==> config.mk <==
export PLATFORM = sky130hd
export DESIGN_NAME = vgrt_div
export DESIGN_NICKNAME = d
export VERILOG_FILES = /design/src/rtl/core/vgrt_pkg.sv /design/src/rtl/core/vgrt_div.sv
export SDC_FILE = /design/constraint.sdc
export NUM_CORES = 1
export LEC_CHECK = 0
export ABC_AREA = 1
export BUFFER_PORTS_ARGS = -buffer_cell sky130_fd_sc_hd__buf_4
export CAP_MARGIN = 20
export CORE_ASPECT_RATIO = 0.5
export CORE_UTILIZATION = 30
export DETAILED_ROUTE_END_ITERATION = 16
export PLACE_DENSITY = 0.51
export SKIP_CTS_REPAIR_TIMING = 1
export SYNTH_ARGS = -nofsm -noshare
export SYNTH_HDL_FRONTEND = slang
export SYNTH_SLANG_ARGS = --single-unit
==> constraint.sdc <==
create_clock -name clk -period 3.83 [get_ports clk]
set_clock_uncertainty 0.15 [all_clocks]
set_input_delay 1.149 -clock clk [delete_from_list [all_inputs] [get_ports clk]]
set_output_delay 1.149 -clock clk [all_outputs]
set_load 0.1 [all_outputs]
==> src/rtl/core/vgrt_pkg.sv <==
// ----------------------------------------------------------------------------
// vgrt_pkg: shared constants and types
// Grid, fixed-point and field widths used by the voxel ray traversal block.
// ----------------------------------------------------------------------------
package vgrt_pkg;

  localparam int GRID_SIZE   = 32;
  localparam int FRAC_BITS   = 11;
  localparam int GRID_BITS   = $clog2(GRID_SIZE);
  localparam int COORD_W     = GRID_BITS + 1;
  localparam int ADDR_W      = 3 * GRID_BITS;

  localparam int POS_W       = 16;
  localparam int DIR_W       = 16;
  localparam int CELL_W      = 5;
  localparam int VAL_W       = 2;
  localparam int DIST_W      = 16;
  localparam int AXIS_W      = 2;
  localparam int ORG_CELL_W  = POS_W - FRAC_BITS;

  localparam int DIR_FRAC    = 14;
  localparam int MAG_W       = DIR_W;
  localparam int REM_W       = MAG_W + 1;
  localparam int QUOT_W      = DIR_FRAC + FRAC_BITS + 1;
  localparam int DELTA_SHIFT = 40;
  localparam int DELTA_W     = DELTA_SHIFT + 1;
  localparam int SIDE_W      = 48;

  localparam logic       CMD_WRITE = 1'b0;
  localparam logic       CMD_CAST  = 1'b1;

  localparam logic [AXIS_W-1:0] AXIS_X = 2'd0;
  localparam logic [AXIS_W-1:0] AXIS_Y = 2'd1;
  localparam logic [AXIS_W-1:0] AXIS_Z = 2'd2;

  localparam logic [DIST_W-1:0] DIST_NO_LIMIT = {DIST_W{1'b1}};

  typedef struct packed {
    logic              hit;
    logic [CELL_W-1:0] hit_x;
    logic [CELL_W-1:0] hit_y;
    logic [CELL_W-1:0] hit_z;
    logic [CELL_W-1:0] prev_x;
    logic [CELL_W-1:0] prev_y;
    logic [CELL_W-1:0] prev_z;
    logic [AXIS_W-1:0] face_axis;
    logic [VAL_W-1:0]  hit_value;
    logic [DIST_W-1:0] hit_distance;
  } result_t;

  typedef struct packed {
    logic              done;
    logic [QUOT_W-1:0] quot;
  } div_status_t;

endpackage

==> src/rtl/core/vgrt_div.sv <==
// ----------------------------------------------------------------------------
// vgrt_div: reciprocal divider
// Restoring divider computing 2^(QUOT_W-1) / divisor, one quotient bit a cycle.
// ----------------------------------------------------------------------------
module vgrt_div (
  input  logic                       clk,
  input  logic                       rst,
  input  logic                       start,
  input  logic [vgrt_pkg::MAG_W-1:0] divisor,
  output vgrt_pkg::div_status_t      status
);

  localparam int CNT_W = $clog2(vgrt_pkg::QUOT_W + 1);

  logic [vgrt_pkg::MAG_W-1:0]  dvs;
  logic [vgrt_pkg::REM_W-1:0]  rem;
  logic [vgrt_pkg::QUOT_W-1:0] quot;
  logic [CNT_W-1:0]            count;
  logic                        done;
  logic [vgrt_pkg::REM_W-1:0]  rem_sh;
  logic                        take;

  always_comb begin
    rem_sh = {rem[vgrt_pkg::REM_W-2:0],
              (count == CNT_W'(vgrt_pkg::QUOT_W))};
    take   = rem_sh >= {1'b0, dvs};
  end

  always_ff @(posedge clk) begin
    if (rst) begin
      count <= '0;
      done  <= 1'b0;
    end else begin
      done <= 1'b0;
      if (start) begin
        count <= CNT_W'(vgrt_pkg::QUOT_W);
        dvs   <= divisor;
        rem   <= '0;
        quot  <= '0;
      end else if (count != '0) begin
        rem   <= take ? rem_sh - {1'b0, dvs} : rem_sh;
        quot  <= {quot[vgrt_pkg::QUOT_W-2:0], take};
        count <= count - 1'b1;
        done  <= (count == CNT_W'(1));
      end
    end
  end

  assign status.done = done;
  assign status.quot = quot;

endmodule

# Word-level counts from Yosys, hierarchy flattened
# Cells that the tools add are included.
# W data, S select, Z words.
dict set report word_totals {
  regBits 64
  in_bits 19
}
dict set report op_classes {
  order_cmp 1
  n_eq_ne 2
  n_bitwise 2
  reduce_logical 6
  addsub 2
  muxes 5
}
# operator count
set op_table {}
lappend op_table {{$mux W16} 2}
lappend op_table {{$mux W26} 1}
lappend op_table {{$ge A17 B16 Y1} 1}
lappend op_table {{$sub A16 B16 Y16} 1}
lappend op_table {{$mux W5} 2}
lappend op_table {{$eq A5 B1 Y1 const B} 1}
lappend op_table {{$eq A5 B5 Y1 const B} 1}
lappend op_table {{$reduce_bool A5 Y1} 1}
lappend op_table {{$sub A5 B1 Y5 const B} 1}
lappend op_table {{$reduce_and A2 Y1} 2}
lappend op_table {{$reduce_or A3 Y1} 1}
lappend op_table {{$not A1 Y1} 2}
lappend op_table {{$reduce_bool A2 Y1} 1}
lappend op_table {{$reduce_or A2 Y1} 1}

# Logic depth before layout (Yosys ltp)
dict set report logic_depth {
  word_depth 4
  depth_mapped 15
  mapped_depth_nobuf 15
}

# Worst setup path before layout
# Ideal clock, no wire load.
dict set report synth_timing {
  path_type {input-to-reg}
  start {input start}
  end {register quot[0] in the netlist's numbering, enable pin}
  n_path_buf 1
  setup_slack_ns 0.939
  setup_time_ns 0.396
  stages 3
  arrival_ns 2.344
  cell_sequence {clkbuf_1 -> o21bai_1 -> inv_1}
}
dict set report synth_via {
  elab_chain_cells 2
}
# item line_no
set synth_lines {}
lappend synth_lines {{start, declared} vgrt_div.sv:8} ;# input logic start,
lappend synth_lines {{$reduce_bool A2 Y1 (no source line)} --}
lappend synth_lines {{$reduce_and A2 Y1 (no source line)} --}
lappend synth_lines {{end signal, assigned} vgrt_div.sv:42} ;# quot <= {quot[vgrt_pkg::QUOT_W-2:0], take};
lappend synth_lines {{end, declared} vgrt_div.sv:17} ;# logic [vgrt_pkg::QUOT_W-1:0] quot;
# Every way passes these cells.
# A chain may end at the register's enable or synchronous reset.

# Worst setup path after layout
dict set report layout_timing {
  start {register count[0]}
  end {register rem[13] in the netlist's numbering (data pin)}
}
dict set report layout_via {
  elab_chain_cells 4
  word_cells_on_any_way 5
  classes_between {1 x add/sub; 1 x order compare; 1 x eq/ne; 2 x mux}
}
# item line_no
set layout_lines {}
lappend layout_lines {{start, declared} vgrt_div.sv:18} ;# logic [CNT_W-1:0] count;
lappend layout_lines {{start signal, assigned} vgrt_div.sv:36} ;# count <= CNT_W'(vgrt_pkg::QUOT_W);
lappend layout_lines {{start signal, assigned} vgrt_div.sv:43} ;# count <= count - 1'b1;
lappend layout_lines {{$eq A5 B5 Y1 (*)} vgrt_div.sv:25} ;# (count == CNT_W'(vgrt_pkg::QUOT_W))};
lappend layout_lines {{$sub A16 B16 Y16 / $ge A17 B16 Y1 (equally long branches)} {vgrt_div.sv:41, vgrt_div.sv:26}}
lappend layout_lines {{$mux W16 (*)} vgrt_div.sv:41} ;# rem <= take ? rem_sh - {1'b0, dvs} : rem_sh;
lappend layout_lines {{$mux W16 (*)} vgrt_div.sv:40} ;# end else if (count != '0) begin
lappend layout_lines {{end signal, assigned} vgrt_div.sv:41}
lappend layout_lines {{end, declared} vgrt_div.sv:16} ;# logic [vgrt_pkg::REM_W-1:0] rem;
# Every way passes the cells marked *; elsewhere a longest branch is shown, timed or not. The select of a mux whose other input is x is not followed.

==> metrics <==
Util after Layout 0.384; Largest stage delay, worst path 0.39 ns; endpoint type of the worst setup path flip-flop; Routability Congestion 0.828; Max Fclk 0.371 GHz; Post-DP Area 4340 um2; # DRC 0; largest net degree at the start of global routing 43; Most Frequent Cell on Critical Path nand2_1; Mean Syn Cell Area 8.46 um2; Power Internal 0.00172 W; Worst Setup Path Type reg -> reg; Die ar. 13300 um2; worst path arrival time 2.63 ns; total negative setup slack 0 ns; Yosys cell types 38; Startpoint Class flip-flop; Hold WS 0.321 ns; fin crit share 0.705; buffers plus inverters on the worst setup path 2; Final Cell Area 4670 um2; post-DP HPWL 6200 um; TritonCTS clock tree yes; I/O pins 46; worst setup margin 1.13 ns; status complete, no violations; Vias 2882; register area share after synthesis 0.483; part of the power in registers 0.342; DR WL/cell 12.4 um; Sw Ratio 0.344; Mapped Cells 456; diodes inserted 0; Clk pwr share 0.353; worst-path cell chain inv_1, ha_1, nand4_1, ha_1, nand3_1, nor2_1, nand2_1, nor2_4, nor2_4, nand2_4, nand2_1, nand2_1, nand2_1, inv_1; synthesized flop and latch total 64; pre-CTS setup slack 1.05 ns; cell leakage power 2.27 nW; Row Count 28; unrepaired setup endpoints after global routing false; Clock Tree Root clkbuf_16; EDFF count, synth 58; IO Port Bufs 45; first-pass GRT wire length 13600 um; vias in the first global route 2785; Vias per Instance 4.28; Final ANT Viol Nets 0; Post-Syn Area 3860 um2; H-tree depth 3; Hold WC Path Type reg -> reg; TritonCTS Sinks 64; Die H 82.2 um; worst endpoint required time 3.77 ns; Max-slew headroom 0.586; Hold Fails Final Rpt 0; CTS buffer count 9; filler cell count 1249; delay-heaviest family, CP simple AND/OR/NAND/NOR gates; GRT Total Usage 0.137; clock latency on the worst-skew pair 0.33 ns; top_reg_cell synth edfxtp_1; Pins Over Slew Limit 0; synth-to-layout area growth 21.1%; Warnings, synthesis 0; Psw 0.000903 W; Worst IR Drop VDD 0.000294 V; WL final 8370 um; asr flop ratio synth 0; initial DRC count 142; Worst path slowest cell ha_1; CTS clk-pin slew, worst paths 0.06 ns; grt ovf 0; CP Max Fanout 16; Worst Tran Pin Value 0.620 ns; initial antenna violation count 0; nets@finish 543; core area 12200 um2; starting density of the core 0.317; Comb power frac 0.305; share of cells above drive strength 1 0.210; Final Critical Period 2.70 ns; largest buffer count on any clock path 2; Cell Pwr Density 561 nW/um2; final setup violation count 0; die width 162 um; syn nets 495; drt pass-1 iters 4; Max Cap Viol 0
==> synth_stat cells (2+ instances only) <==
master    number  area share
and2_1         2      0.0032
nand3_1       19       0.025
nand4_1        8       0.013
nand2_4        4       0.012
nand2_1      104        0.10
nand3b_1       8       0.016
ha_1          19       0.062
nor2_2         9       0.015
nand3_2        4       0.010
nor2_1        59       0.057
buf_6          3      0.0088
xor2_1         6       0.014
dfxtp_1        6       0.031
buf_1          2      0.0019
nand2_2       10       0.016
inv_1         88       0.086
nor2_4         4       0.012
nor3_1         4      0.0052
edfxtp_1      58        0.45
inv_2         12       0.012
clkbuf_1       2      0.0019
a21oi_1        9       0.012
==> cells in the final DEF, fill, tap and decap left out, drive strengths merged, types with 2 or more instances in the layout <==
master,netlist,layout
ha,19,19
nor2,72,72
nor3,5,5
inv,100,100
or2,2,2
and2,2,2
bufinv,0,3
xor2,6,6
a21oi,10,10
clkinv,1,4
dfxtp,6,6
buf,8,47
nand2,118,118
nand3b,8,8
edfxtp,58,58
nand3,23,23
clkbuf,2,10
nand4,8,8
==> path summary, 6_finish.rpt <==
path                  from  endpoint  slack [ns]  depth (start not counted)
setup reg to reg  count[0]   rem[13]        1.13                         14
hold reg to reg   count[4]      done        0.32                          1
hold / removal    count[4]      done        0.32                          1
setup / recovery  count[0]   rem[13]        1.13                         14
==> power by group through the flow <==
stage	combinational [W]	sequential, W	clock (W)
floorplan	0.000481	0.00106	0
global placement	0.000800	0.000913	0
detailed placement	0.000800	0.000910	0
CTS	0.000804	0.000898	0.000949
global route	0.000890	0.000905	0.000977
finish	0.000800	0.000898	0.000925
==> layer usage <==
layer / up-vias / track usage / wire length (um)
li1: 1516 / - / -
met1: 1298 / 0.196 / 4550
met2: 62 / 0.194 / 3240
met3: 6 / 0.0355 / 516
met5: - / 0 / 0
met4: 0 / 0.0604 / 68
==> cell type report <==
type | instances | area, um2 | share of cell area
Sequential cell | 64 | 1860 | 0.399
Tap cell | 165 | 206 | 0.0442
Clock buffer | 10 | 229 | 0.0490
Timing Repair Buffer | 47 | 353 | 0.0755
Inverter | 101 | 379 | 0.0811
Multi-Input combinational cell | 281 | 1540 | 0.329
Clock inverter | 6 | 108 | 0.0230
==> worst reg2reg max path, cell delays in order (launching register included) <==
cell,delay (ns)
dfxtp_1,0.33
inv_1,0.12
ha_1,0.16
nand4_1,0.21
ha_1,0.39
nand3_1,0.08
nor2_1,0.05
nand2_1,0.10
nor2_4,0.04
nor2_4,0.30
nand2_4,0.24
nand2_1,0.14
nand2_1,0.06
nand2_1,0.05
inv_1,0.04
==> state kept, by name, indices dropped and copies added, names as in the netlist <==
register  flops
quot         26
count         5
rem          16
dvs          16
done          1
==> logic make-up after synthesis <==
| family | Yosys count | share of synthesized area |
|---|---|---|
| AO/OA/AOI/OAI | 16 | 0.0250 |
| XOR/XNOR | 6 | 0.0136 |
| adder cells (fa/ha/maj) | 20 | 0.0668 |
| buffers and inverters | 111 | 0.119 |
| flip-flops | 64 | 0.483 |
| AND/OR/NAND/NOR | 239 | 0.293 |
==> through the flow <==
stage	total power, W	instances
2_1_floorplan	0.00154	456
3_3_place_gp	0.00171	658
3_5_place_dp	0.00171	658
4_1_cts	0.00265	674
5_1_grt	0.00277	674
6_report	0.00262	674
Power figures use the tool's default switching activity.
